<file path="src/rtl/core/frame_paced_console_io_device_core_defines.svh">
// ----------------------------------------------------------------------------
// Assertion macros for the frame paced console core
// Concurrent checks, clocked on clk and held off while arst_n is low.
// They expand to nothing when SYNTHESIS is defined.
// ----------------------------------------------------------------------------
`ifndef FRAME_PACED_CONSOLE_IO_DEVICE_CORE_DEFINES_SVH
`define FRAME_PACED_CONSOLE_IO_DEVICE_CORE_DEFINES_SVH
`ifndef SYNTHESIS
// Same-cycle implication.
`define FPCIO_ASSERT_IMP(label, ante, cons) \
	label: assert property (@(posedge clk) disable iff (!arst_n) (ante) |-> (cons)) \
		else $error("fpcio: same-cycle check failed");
// Next-cycle implication.
`define FPCIO_ASSERT_NXT(label, ante, cons) \
	label: assert property (@(posedge clk) disable iff (!arst_n) (ante) |=> (cons)) \
		else $error("fpcio: next-cycle check failed");
`else
`define FPCIO_ASSERT_IMP(label, ante, cons)
`define FPCIO_ASSERT_NXT(label, ante, cons)
`endif
`endif

</file>
<file path="src/rtl/core/fpcio_pkg.sv">
// ----------------------------------------------------------------------------
// fpcio_pkg
// Constants, command codes and controller/datapath interface types.
// ----------------------------------------------------------------------------
package fpcio_pkg;

	localparam int KEY_DEPTH   = 8;
	localparam int VIDEO_BYTES = 40;
	localparam int KA_W        = $clog2(KEY_DEPTH);
	localparam int VA_W        = (VIDEO_BYTES > 1) ? $clog2(VIDEO_BYTES) : 1;

	localparam int CLK_W     = 48;
	localparam int IV_W      = 12;
	localparam int WAIT_W    = 13;
	localparam int DIV_STEPS = CLK_W;
	localparam int CNT_W     = $clog2(DIV_STEPS);

	localparam logic [2:0] CMD_READ  = 3'd0;
	localparam logic [2:0] CMD_WRITE = 3'd1;
	localparam logic [2:0] CMD_KEY   = 3'd2;
	localparam logic [2:0] CMD_POLL  = 3'd3;
	localparam logic [2:0] CMD_TICK  = 3'd4;

	localparam logic [7:0] OFF_RATE  = 8'd17;
	localparam logic [7:0] OFF_DRAW  = 8'd18;
	localparam logic [7:0] OFF_KEYS  = 8'd24;
	localparam logic [7:0] OFF_VIDEO = 8'd40;

	localparam int SLACK_MS   = 10;
	localparam int GUARD_MS   = 5;
	localparam int WAIT_MAX   = 4000;
	localparam int RATE_NUM   = 4000;
	localparam int RESET_RATE = 40;
	localparam int RESET_IV   = 100;
	localparam logic [7:0] SPACE = 8'h20;

	typedef enum logic [1:0] {
		ST_IDLE,
		ST_EXEC,
		ST_DIV
	} state_t;

	typedef struct packed {
		logic capture;
		logic apply;
		logic div_start;
		logic fin;
	} ctl_t;

	typedef struct packed {
		logic need_div;
		logic div_busy;
	} sts_t;

endpackage

</file>
<file path="src/rtl/core/fpcio_div.sv">
// ----------------------------------------------------------------------------
// fpcio_div
// Restoring divider, one quotient bit per cycle, shared by the rate divide
// and the deadline catch-up.
// ----------------------------------------------------------------------------
module fpcio_div (
	input  logic                        clk,
	input  logic                        arst_n,
	input  logic                        start,
	input  logic [fpcio_pkg::CLK_W-1:0] dividend,
	input  logic [fpcio_pkg::IV_W-1:0]  divisor,
	output logic                        busy,
	output logic [fpcio_pkg::CLK_W-1:0] quotient,
	output logic [fpcio_pkg::IV_W-1:0]  remainder
);
	import fpcio_pkg::*;

	logic [CNT_W-1:0] cnt_q;
	logic             busy_q;
	logic [CLK_W-1:0] dq_q;
	logic [IV_W-1:0]  rem_q;
	logic [IV_W-1:0]  dsr_q;
	logic [IV_W:0]    shifted;
	logic [IV_W:0]    diff;
	logic             ge;

	always_comb begin
		shifted = {rem_q, dq_q[CLK_W-1]};
		ge      = shifted >= {1'b0, dsr_q};
		diff    = shifted - {1'b0, dsr_q};
	end

	always_ff @(posedge clk or negedge arst_n) begin
		if (!arst_n) begin
			busy_q <= 1'b0;
			cnt_q  <= '0;
		end else if (start) begin
			busy_q <= 1'b1;
			cnt_q  <= '0;
		end else if (busy_q) begin
			cnt_q <= cnt_q + CNT_W'(1);
			if (cnt_q == CNT_W'(DIV_STEPS - 1)) begin
				busy_q <= 1'b0;
			end
		end
	end

	always_ff @(posedge clk) begin
		if (start) begin
			dq_q  <= dividend;
			rem_q <= '0;
			dsr_q <= divisor;
		end else if (busy_q) begin
			dq_q  <= {dq_q[CLK_W-2:0], ge};
			rem_q <= ge ? diff[IV_W-1:0] : shifted[IV_W-1:0];
		end
	end

	assign busy      = busy_q;
	assign quotient  = dq_q;
	assign remainder = rem_q;

endmodule

</file>
<file path="src/rtl/core/fpcio_ctrl.sv">
// ----------------------------------------------------------------------------
// fpcio_ctrl
// Transaction sequencer: accept, execute, optional divide, result hand-off.
// ----------------------------------------------------------------------------
module fpcio_ctrl (
	input  logic              clk,
	input  logic              arst_n,
	input  logic              in_valid,
	output logic              in_stall,
	output logic              out_valid,
	input  logic              out_stall,
	output fpcio_pkg::ctl_t   ctl,
	input  fpcio_pkg::sts_t   sts
);
	import fpcio_pkg::*;

	state_t state_q;
	state_t state_d;
	logic   out_valid_q;
	logic   out_free;
	logic   load;

	always_ff @(posedge clk or negedge arst_n) begin
		if (!arst_n) begin
			state_q     <= ST_IDLE;
			out_valid_q <= 1'b0;
		end else begin
			state_q     <= state_d;
			out_valid_q <= load || (out_valid_q && out_stall);
		end
	end

	always_comb begin
		state_d  = state_q;
		ctl      = '0;
		out_free = !out_valid_q || !out_stall;
		in_stall = (state_q != ST_IDLE);
		case (state_q)
			ST_IDLE: begin
				if (in_valid) begin
					ctl.capture = 1'b1;
					state_d     = ST_EXEC;
				end
			end
			ST_EXEC: begin
				if (sts.need_div) begin
					ctl.div_start = 1'b1;
					state_d       = ST_DIV;
				end else if (out_free) begin
					ctl.apply = 1'b1;
					state_d   = ST_IDLE;
				end
			end
			ST_DIV: begin
				if (!sts.div_busy && out_free) begin
					ctl.fin = 1'b1;
					state_d = ST_IDLE;
				end
			end
			default: begin
				state_d = ST_IDLE;
			end
		endcase
		load = ctl.apply || ctl.fin;
	end

	assign out_valid = out_valid_q;

endmodule

</file>
<file path="src/rtl/core/fpcio_dpath.sv">
// ----------------------------------------------------------------------------
// fpcio_dpath
// Register file, key queue, video memory, frame pacing and result register.
// ----------------------------------------------------------------------------
module fpcio_dpath (
	input  logic                                clk,
	input  logic                                arst_n,
	input  fpcio_pkg::ctl_t                     ctl,
	output fpcio_pkg::sts_t                     sts,
	input  logic [2:0]                          cmd,
	input  logic [7:0]                          address,
	input  logic [7:0]                          write_data,
	input  logic [7:0]                          key_code,
	output logic [7:0]                          read_data,
	output logic signed [fpcio_pkg::WAIT_W-1:0] wait_ms,
	output logic                                frame_waiting
);
	import fpcio_pkg::*;

	// Captured transaction
	logic [2:0] cmd_q;
	logic [7:0] addr_q;
	logic [7:0] wdata_q;
	logic [7:0] keyc_q;

	// Architectural state
	logic [7:0]             key_q [KEY_DEPTH];
	logic [7:0]             vid_mem [VIDEO_BYTES];
	logic [VIDEO_BYTES-1:0] vid_ok_q;
	logic [7:0]             rate_q;
	logic [IV_W-1:0]        iv_q;
	logic [CLK_W-1:0]       nft_q;
	logic [CLK_W-1:0]       ms_q;
	logic                   pend_q;

	// Registered video read
	logic [7:0] vid_rd_q;
	logic       vid_rd_ok_q;

	// Result register
	logic [7:0]              read_data_q;
	logic signed [WAIT_W-1:0] wait_q;
	logic                    fw_q;

	logic [8:0]      in_voff;
	logic [VA_W-1:0] in_vidx;
	logic [8:0]      addr9;
	logic [8:0]      koff;
	logic [8:0]      voff;
	logic [KA_W-1:0] kidx;
	logic [VA_W-1:0] vidx;
	logic            key_hit;
	logic            vid_hit;
	logic            vid_we;
	logic [7:0]      rd_val;

	logic [CLK_W:0]  ms_ext;
	logic [CLK_W:0]  nft_ext;
	logic [CLK_W:0]  nf_ext;
	logic [CLK_W:0]  gap;
	logic            due;
	logic            nf_lt;
	logic            iv_nz;
	logic            ahead;
	logic signed [WAIT_W-1:0] wait_run;
	logic            is_poll;
	logic            rate_nz_wr;

	logic [KEY_DEPTH-1:0] fill;
	logic                 seen;

	logic [CLK_W-1:0] div_dividend;
	logic [IV_W-1:0]  div_divisor;
	logic [CLK_W-1:0] div_quot;
	logic [IV_W-1:0]  div_rem;
	logic             div_busy;
	logic [IV_W-1:0]  adj;
	logic [CLK_W-1:0] nft_poll;
	logic [CLK_W-1:0] nft_rate;
	logic             pend_nx;

	fpcio_div u_div (
		.clk       (clk),
		.arst_n    (arst_n),
		.start     (ctl.div_start),
		.dividend  (div_dividend),
		.divisor   (div_divisor),
		.busy      (div_busy),
		.quotient  (div_quot),
		.remainder (div_rem)
	);

	// Address decode
	always_comb begin
		in_voff = {1'b0, address} - {1'b0, OFF_VIDEO};
		in_vidx = in_voff[VA_W-1:0];
		addr9   = {1'b0, addr_q};
		koff    = addr9 - {1'b0, OFF_KEYS};
		voff    = addr9 - {1'b0, OFF_VIDEO};
		kidx    = koff[KA_W-1:0];
		vidx    = voff[VA_W-1:0];
		key_hit = (addr9 >= {1'b0, OFF_KEYS}) &&
			(addr9 < ({1'b0, OFF_KEYS} + 9'(KEY_DEPTH)));
		vid_hit = (addr9 >= {1'b0, OFF_VIDEO}) &&
			(addr9 < ({1'b0, OFF_VIDEO} + 9'(VIDEO_BYTES)));
		vid_we  = ctl.apply && (cmd_q == CMD_WRITE) && vid_hit;

		if (addr_q == OFF_RATE) begin
			rd_val = rate_q;
		end else if (key_hit) begin
			rd_val = key_q[kidx];
		end else if (vid_hit) begin
			rd_val = vid_rd_ok_q ? vid_rd_q : SPACE;
		end else begin
			rd_val = 8'd0;
		end
	end

	// Frame pacing arithmetic
	always_comb begin
		ms_ext  = {1'b0, ms_q};
		nft_ext = {1'b0, nft_q};
		iv_nz   = (iv_q != '0);
		due     = (nft_q != '0) && ((ms_ext + (CLK_W+1)'(SLACK_MS)) >= nft_ext);
		nf_ext  = nft_ext + (CLK_W+1)'(iv_q);
		nf_lt   = nf_ext < ms_ext;
		ahead   = nft_ext > (ms_ext + (CLK_W+1)'(GUARD_MS));
		gap     = nft_ext - ms_ext - (CLK_W+1)'(GUARD_MS);
		if (pend_q && (nft_q != '0)) begin
			if (!ahead) begin
				wait_run = '0;
			end else if (gap > (CLK_W+1)'(WAIT_MAX)) begin
				wait_run = WAIT_W'(WAIT_MAX);
			end else begin
				wait_run = $signed(gap[WAIT_W-1:0]);
			end
		end else begin
			wait_run = '1;
		end

		is_poll    = (cmd_q == CMD_POLL);
		rate_nz_wr = (cmd_q == CMD_WRITE) && (addr_q == OFF_RATE) && (wdata_q != 8'd0);
		sts.need_div = rate_nz_wr || (is_poll && due && iv_nz && nf_lt);
		sts.div_busy = div_busy;

		div_dividend = is_poll ? (ms_q - nf_ext[CLK_W-1:0]) : CLK_W'(RATE_NUM);
		div_divisor  = is_poll ? iv_q : IV_W'(wdata_q);

		// Land on the first deadline at or past the clock
		adj      = (div_rem == '0) ? '0 : (iv_q - div_rem);
		nft_poll = ms_q + CLK_W'(adj);
		nft_rate = ms_q + CLK_W'(div_quot[IV_W-1:0]);
	end

	// First empty key slot
	always_comb begin
		seen = 1'b0;
		for (int i = 0; i < KEY_DEPTH; i++) begin
			fill[i] = (key_q[i] == 8'd0) && !seen;
			if (key_q[i] == 8'd0) begin
				seen = 1'b1;
			end
		end
	end

	always_comb begin
		pend_nx = pend_q;
		if (ctl.apply && (cmd_q == CMD_WRITE) && (addr_q == OFF_DRAW) && iv_nz) begin
			pend_nx = 1'b1;
		end
		if (ctl.apply && is_poll && due) begin
			pend_nx = 1'b0;
		end
		if (ctl.fin && is_poll) begin
			pend_nx = 1'b0;
		end
	end

	always_ff @(posedge clk or negedge arst_n) begin
		if (!arst_n) begin
			for (int i = 0; i < KEY_DEPTH; i++) begin
				key_q[i] <= 8'd0;
			end
			vid_ok_q <= '0;
			rate_q   <= 8'(RESET_RATE);
			iv_q     <= IV_W'(RESET_IV);
			nft_q    <= CLK_W'(RESET_IV);
			ms_q     <= '0;
			pend_q   <= 1'b0;
		end else begin
			pend_q <= pend_nx;
			if (vid_we) begin
				vid_ok_q[vidx] <= 1'b1;
			end
			if (ctl.apply) begin
				case (cmd_q)
					CMD_WRITE: begin
						if (addr_q == OFF_RATE) begin
							rate_q <= 8'd0;
							iv_q   <= '0;
							nft_q  <= '0;
						end else if (addr_q == OFF_KEYS) begin
							for (int i = 0; i < KEY_DEPTH - 1; i++) begin
								key_q[i] <= key_q[i+1];
							end
							key_q[KEY_DEPTH-1] <= 8'd0;
						end
					end
					CMD_KEY: begin
						for (int i = 0; i < KEY_DEPTH; i++) begin
							if (fill[i]) begin
								key_q[i] <= keyc_q;
							end
						end
					end
					CMD_POLL: begin
						if (due && iv_nz) begin
							nft_q <= nf_ext[CLK_W-1:0];
						end
					end
					CMD_TICK: begin
						ms_q <= ms_q + CLK_W'(1);
					end
					default: begin
					end
				endcase
			end
			if (ctl.fin) begin
				if (is_poll) begin
					nft_q <= nft_poll;
				end else begin
					rate_q <= wdata_q;
					iv_q   <= div_quot[IV_W-1:0];
					nft_q  <= nft_rate;
				end
			end
		end
	end

	// Video memory and captured transaction
	always_ff @(posedge clk) begin
		if (vid_we) begin
			vid_mem[vidx] <= wdata_q;
		end
		if (ctl.capture) begin
			vid_rd_q    <= vid_mem[in_vidx];
			vid_rd_ok_q <= vid_ok_q[in_vidx];
			cmd_q       <= cmd;
			addr_q      <= address;
			wdata_q     <= write_data;
			keyc_q      <= key_code;
		end
	end

	// Result register
	always_ff @(posedge clk) begin
		if (ctl.apply || ctl.fin) begin
			read_data_q <= (ctl.apply && (cmd_q == CMD_READ)) ? rd_val : 8'd0;
			fw_q        <= pend_nx;
			if (ctl.apply && is_poll) begin
				wait_q <= due ? '0 : wait_run;
			end else if (ctl.fin && is_poll) begin
				wait_q <= '0;
			end else begin
				wait_q <= '1;
			end
		end
	end

	assign read_data     = read_data_q;
	assign wait_ms       = wait_q;
	assign frame_waiting = fw_q;

endmodule

</file>
<file path="src/rtl/core/frame_paced_console_io_device_core.sv">
// ----------------------------------------------------------------------------
// frame_paced_console_io_device_core
// Console peripheral: bus registers, key queue, video memory, frame pacing.
// ----------------------------------------------------------------------------
//  Channel  Dir  Handshake              Fields
//  in       in   in_valid / in_stall    cmd, address, write_data, key_code
//  out      out  out_valid / out_stall  read_data, wait_ms, frame_waiting
//
//  Plain reads, writes, key presses, ticks and polls go through accept, then
//  execute into the result register.
//  A non-zero frame-rate write or a poll that skips missed frames also runs
//  the 48-step restoring divider before its result is loaded.
//  Reset clears all state at once; per-entry valid bits read video as spaces.
//  A stalled result holds its register; the next waits in execute or divide.
// ----------------------------------------------------------------------------
`include "frame_paced_console_io_device_core_defines.svh"

module frame_paced_console_io_device_core (
	input  logic                                clk,
	input  logic                                arst_n,
	// Command channel
	input  logic                                in_valid,
	output logic                                in_stall,
	input  logic [2:0]                          cmd,
	input  logic [7:0]                          address,
	input  logic [7:0]                          write_data,
	input  logic [7:0]                          key_code,
	// Result channel
	output logic                                out_valid,
	input  logic                                out_stall,
	output logic [7:0]                          read_data,
	output logic signed [fpcio_pkg::WAIT_W-1:0] wait_ms,
	output logic                                frame_waiting
);
	import fpcio_pkg::*;

	ctl_t ctl;
	sts_t sts;

	// Sequence each transaction
	fpcio_ctrl u_ctrl (
		.clk       (clk),
		.arst_n    (arst_n),
		.in_valid  (in_valid),
		.in_stall  (in_stall),
		.out_valid (out_valid),
		.out_stall (out_stall),
		.ctl       (ctl),
		.sts       (sts)
	);

	// Hold the device state and build the result
	fpcio_dpath u_dpath (
		.clk           (clk),
		.arst_n        (arst_n),
		.ctl           (ctl),
		.sts           (sts),
		.cmd           (cmd),
		.address       (address),
		.write_data    (write_data),
		.key_code      (key_code),
		.read_data     (read_data),
		.wait_ms       (wait_ms),
		.frame_waiting (frame_waiting)
	);

	// An accepted transaction blocks the next one while it executes
	`FPCIO_ASSERT_NXT(a_accept_then_busy, in_valid && !in_stall, in_stall)
	// Load the result register only when it is free
	`FPCIO_ASSERT_IMP(a_load_when_free, ctl.apply || ctl.fin, !out_valid || !out_stall)
	// Divider runs straight after it is started
	`FPCIO_ASSERT_NXT(a_div_runs, ctl.div_start, sts.div_busy)
	// Divider is idle whenever a new transaction is taken
	`FPCIO_ASSERT_IMP(a_div_idle_on_accept, ctl.capture, !sts.div_busy)

endmodule

</file>
<file path="config.mk">
export PLATFORM = sky130hd
export DESIGN_NAME = frame_paced_console_io_device_core
export DESIGN_NICKNAME = d
export VERILOG_FILES = /design/src/rtl/core/fpcio_pkg.sv /design/src/rtl/core/fpcio_div.sv /design/src/rtl/core/fpcio_ctrl.sv /design/src/rtl/core/fpcio_dpath.sv /design/src/rtl/core/frame_paced_console_io_device_core.sv
export VERILOG_INCLUDE_DIRS = /design/src /design/src/rtl/core
export SDC_FILE = /design/constraint.sdc
export NUM_CORES = 2
export LEC_CHECK = 0
export BUFFER_PORTS_ARGS = -buffer_cell sky130_fd_sc_hd__buf_2
export CAP_MARGIN = 30
export CORE_ASPECT_RATIO = 1.5
export CORE_MARGIN = 2
export CORE_UTILIZATION = 59
export CTS_CLUSTER_SIZE = 40
export DETAILED_ROUTE_END_ITERATION = 6
export PLACE_DENSITY = 0.83
export SLEW_MARGIN = 20
export SYNTH_ARGS = -nofsm -noshare
export SYNTH_HDL_FRONTEND = slang
export SYNTH_HIERARCHICAL = 1
export SYNTH_SLANG_ARGS = --single-unit
</file>
<file path="constraint.sdc">
create_clock -name clk -period 9.7 [get_ports clk]
set_input_delay 0.485 -clock clk [delete_from_list [all_inputs] [get_ports clk]]
set_output_delay 0.485 -clock clk [all_outputs]
set_load 0.1 [all_outputs]
</file>
Word level (Yosys, flattened, before mapping):

Memories as Yosys holds them, arrays and structs flattened. A register that Yosys moved wholly into a read port is not among the register bits.
Cells that the tools add are included.

* register bits after elaboration: 353
* bits in writable memories: 320
* bits of input ports: 31
* output and inout port bits: 24
* word-level logic and storage cells: 238
* memories kept: 1

* $add $sub $neg: 15
* $lt $le $gt $ge: 13
* equal/unequal tests: 25
* muxes and demuxes: 80
* bitwise gates (word level): 2
* reductions and logical operators: 72

Memories
* u_dpath.vid_mem: depth 40, bits a word 8, read ports 1, clocked after Yosys merged registers in 1, write ports 1, line fpcio_dpath.sv:28 `logic [7:0] vid_mem [VIDEO_BYTES];`

Operators with widths (count)
* $mux 48: 8
* $mux 8: 20
* $mux 64: 2
* $pmux 64 s2: 1
* $add 48x12->48: 2
* $pmux 48 s2: 1
* $mux 12: 7
* $mux 13: 6
* $logic_not 8->1: 8
* $add 48x12->49: 1
* $add 48x3->49 const B: 1
* $add 48x4->49 const B: 1
* $ge 49x48->1: 1
* $gt 48x49->1: 1
* $gt 49x12->1 const B: 1
* $lt 49x48->1: 1
* $sub 48x48->49: 1
* $sub 49x3->49 const B: 1
* $add 48x1->48 const B: 1
* $reduce_bool 48->1: 1
* $sub 48x48->48: 1
* $or 40x40->40: 1
* $reduce_and 5->1: 8
* $logic_and 1x1->1: 28
* 42 further kinds: 103

Depth between registers and ports, before layout:

* depth after elaboration: 15
* gate-level depth with buffers: 33
* mapped depth without buffers: 31

Hierarchy:

Netlist, hierarchy kept.

Modules (own cells, without submodules)
* fpcio_dpath: times used 1, cells each 3874, area an instance 39819.4 µm², seq. area each 16891.2 µm²
* fpcio_div: times used 1, cells each 295, area an instance 3851.2 µm², seq. area each 2217.1 µm²
* fpcio_ctrl: times used 1, cells each 20, area an instance 188.9 µm², seq. area each 75.1 µm²

Worst setup path after synthesis:

No wires, ideal clock.

* path kind: register -> register
* from: register u_dpath.nft_q[0]
* to: register u_dpath.ms_q[40]
* library setup time: 0.129 ns
* data arrival time: 6.823 ns
* data required time: 9.571 ns
* slack: 2.748 ns
* stages on the path, launching flop included: 31
* path buffers: 2
* clock period less this slack: 6.952 ns
* cell sequence: dfrtp_1 -> ha_1 -> fa_1 -> a21o_1 -> a21oi_1 -> o21bai_1 -> a31oi_1 -> or3_1 -> clkbuf_1 -> nor3_1 -> xnor2_1 -> inv_1 -> ha_1 -> clkbuf_1 -> and4_1 -> and3_1 -> and3_1 -> and3_1 -> a211oi_1 -> a211oi_1 -> o41ai_1 -> or3b_1 -> a21oi_2 -> clkinv_1 -> nor4b_2 -> nand3_1 -> nor4_1 -> nand2_1 -> nor3_1 -> nand2_1 -> xnor2_1

RTL lines
* start: declaration: line fpcio_dpath.sv:32 `logic [CLK_W-1:0] nft_q;`
* start signal: assignment: line fpcio_dpath.sv:187 `nft_q <= CLK_W'(RESET_IV);`
* start signal: assignment: line fpcio_dpath.sv:218 `nft_q <= nf_ext[CLK_W-1:0];`
* start signal: assignment: line fpcio_dpath.sv:230 `nft_q <= nft_poll;`
* end signal: assignment: line fpcio_dpath.sv:222 `ms_q <= ms_q + CLK_W'(1);`
* end: declaration: line fpcio_dpath.sv:33 `logic [CLK_W-1:0] ms_q;`

==> flow_metrics.tcl <==
set metrics [dict create \
    cp_slowest_cell "nor4_1" \
    ios 55 \
    synth_top_area_cell "edfxtp_1" \
    drv_cap 0 \
    place.gp.congestion 1.108 \
    worst_pin_slew_ns 1.154 \
    fin_worst_skew_ns 0.04441 \
    antenna_left 0 \
    layout.nets 4562 \
    setup_viol 0 \
    syn-num-nets 4566 \
    syn_inst 4189 \
    grt_antenna_before_repair 18 \
    syn_to_final_growth_pct 8.635 \
    final_common_cell "edfxtp_1" \
    fmax_mhz 108.2 \
    hold_violations 0 \
    cts-root-buf "clkbuf_16" \
    drive_gt1_share_pct 11.90 \
    totalPowerFinal_mw 12.85 \
    overflow 0 \
    synth_top_family_by_area "simple AND/OR/NAND/NOR gates" \
    period_share_pct 95.26 \
    hold_class "input port to register" \
    yosysWarnings 6 \
    grt_pass1_vias 35940 \
    endpoint_kind "register" \
    p_leak_nw 18.76 \
    rows 122 \
    grt_max_degree 129 \
    synthTopCellsByArea "edfxtp_1 30%, dfrtp_1 13%, ha_1 9.7%" \
    syn-mean-instance-area_um2 10.47 \
    drv_slew 0 \
    vias 36550 \
    synth_compound_area_share_pct 13.58 \
    core_area_um2 73730 \
    start_util_pct 59.49 \
    worst_ep_required_time_ns 9.96 \
    clkTransAtPathRegs_ns 0.06 \
    status "complete, no violations" \
    synthSimpleGateAreaFrac_pct 13.70 \
    dpl.hpwl_um 104800 \
    cp-start-kind "register" \
    ir_drop_mv 0.2582 \
    muxShareOfSynthArea_pct 8.453 \
    die_w_um 226.6 \
    fin_util_pct 64.63 \
    drc 0 \
    mostFrequentLayoutCells "438 x edfxtp_1, 340 x ha_1, 313 x a21oi_1, 310 x nand2_1, 309 x nor2_1" \
    top_usage_layer "met2" \
    track_usage_pct 41.81 \
    synth_seq_cells 681 \
    htree_levels 3 \
    wl_per_cell_um 29.84 \
    setup_tns_ns 0 \
    totalWireLength_um 156300 \
    finalCriticalPeriod_ns 9.240 \
    die_h_um 337.9 \
    use_met1_pct 42.65 \
    port_buffers 54 \
    grt.met3_usage_pct 17.91 \
    grt_pass1_wl_um 231300 \
    cts_tree "yes" \
    synth-edff-count 438 \
    r2r_slack_ns 0.46 \
    power_density_nw_per_um2 269.7 \
    synth_ff_type "edfxtp_1" \
    first_iter_violations 4851 \
    dr.pass1.iters 6 \
    synth.distinct_cells 96 \
    async_flop_share_pct 33.92 \
    cts_buffer_depth 3 \
    crit_type "register to register" \
    numCtsBuffers 68 \
    yosysSeqAreaShare_pct 43.74 \
    max_slew_margin_pct 22.24 \
    synth_top_cell_area_share_pct 29.99 \
    met2_usage_pct 65.72 \
    netlist_area_um2 43860 \
    timing.hold.ws_ns 0.02992 \
    worstPathArrival_ns 9.50 \
    vias_per_cell 6.976 \
    cts_sinks 681 \
    clock_latency_ns 0.65 \
    synth_fa_ha_area_share_pct 9.973 \
    rsz0062_at_grt "no" \
    slowest_delay_ns 0.86 \
    die_area_um2 76580 \
    fillCellCount 5622 \
    synth_xor_area_share_pct 6.071 \
    path_max_fanout 16 \
]
cell type report:
type,count,area [um2],area share (%)
multi-input combinational,2995,22760,47.76
sequential,681,19180,40.26
clock buffer,79,1793,3.763
tap,992,1241,2.605
inverter,316,1186,2.489
timing repair buffer,123,872.1,1.830
clock inverter,43,588.1,1.234
antenna,10,25.02,0.05252
synthesized netlist by cell type, types with 85 or more instances:
cell type and n:
edfxtp_1 438, ha_1 340, a21oi_1 313, nand2_1 311, nor2_1 311, inv_1 304
xnor2_1 263, dfrtp_1 223, o21ai_0 165, clkbuf_1 157, mux4_2 124, nor3_1 102
nand4_1 87, a21o_1 85, nand3_1 85
through the flow:
step                instances  setup slack [ns]  area, um2
finish                   5239            0.4597      47650
global route             5229            0.1658      47620
CTS                      5222            0.6282      47500
detailed placement       5100            0.7319      45120
global placement         5096             1.134      45070
floorplan                4189             2.748      43860
cell families (layout without fill, tap and decap cells):
| group | count (synthesis) | count (layout) |
|---|---|---|
| other cells | 0 | 10 |
| buf+inv | 513 | 561 |
| mux | 207 | 207 |
| compound gates | 913 | 913 |
| xor+xnor | 304 | 304 |
| fa+ha+maj | 346 | 346 |
| simple gates | 1225 | 1225 |
| flops | 681 | 681 |
where the power goes:
group          internal [mW]  switching [mW]  total (mW)  leakage [nW]
Combinational           2.12            3.80        5.92          10.7
Sequential              3.58           0.478        4.05          6.95
Clock                   1.66            1.21        2.88          1.15
final timing paths:
| path | to | cells past startpoint | from |
|---|---|---|---|
| setup / recovery | u_dpath/vid_mem[11][6]$_DFFE_PP_ | 30 | u_dpath/nft_q[0]$_DFFE_PN0P_ |
| hold / removal | u_dpath/wdata_q[1]$_DFFE_PP_ | 1 | write_data[1] |
| setup reg to reg | u_dpath/vid_mem[11][6]$_DFFE_PP_ | 30 | u_dpath/nft_q[0]$_DFFE_PN0P_ |
| hold reg to reg | u_dpath/vid_ok_q[3]$_DFFE_PN0P_ | 1 | u_dpath/vid_ok_q[3]$_DFFE_PN0P_ |
| max in group asynchronous | u_dpath/iv_q[9]$_DFF_PN0_ | 4 | arst_n |
| min in group asynchronous | u_dpath/ms_q[30]$_DFFE_PN0P_ | 2 | arst_n |
routing by layer:
metal,vias up,share of wire [%]
li1,15410,-
met1,17410,31
met2,2664,46
met3,1054,12
met4,18,11
met5,-,0.15
state kept, by name (all words and copies together) (netlist names), 12 cells and up:
register	count
u_dpath/iv_q	12
u_dpath/nft_q	48
u_dpath/u_div/quotient	48
u_dpath/vid_ok_q	40
u_dpath/key_q	64
u_dpath/ms_q	48
u_dpath/wait_ms	13
u_dpath/vid_mem	320
u_dpath/u_div/remainder	12
u_dpath/u_div/dsr_q	12
what timing repair did:
item / 4_1_cts / 5_1_grt
buffers inserted: 0 / 0
hold buffers: 0 / 1
resized for setup: 0 / 0
hold endpoints to repair: 0 / 35
critical path: cells and delay by family (launching register included):
kind / cells / cell delay, ns
buffers and inverters: 2 / 0.40
flip-flops: 1 / 0.49
AO/OA/AOI/OAI: 15 / 2.67
AND/OR/NAND/NOR: 9 / 4.15
adder cells (fa/ha/maj): 3 / 0.92
XOR/XNOR: 1 / 0.23
Power figures use the tool's default switching activity.
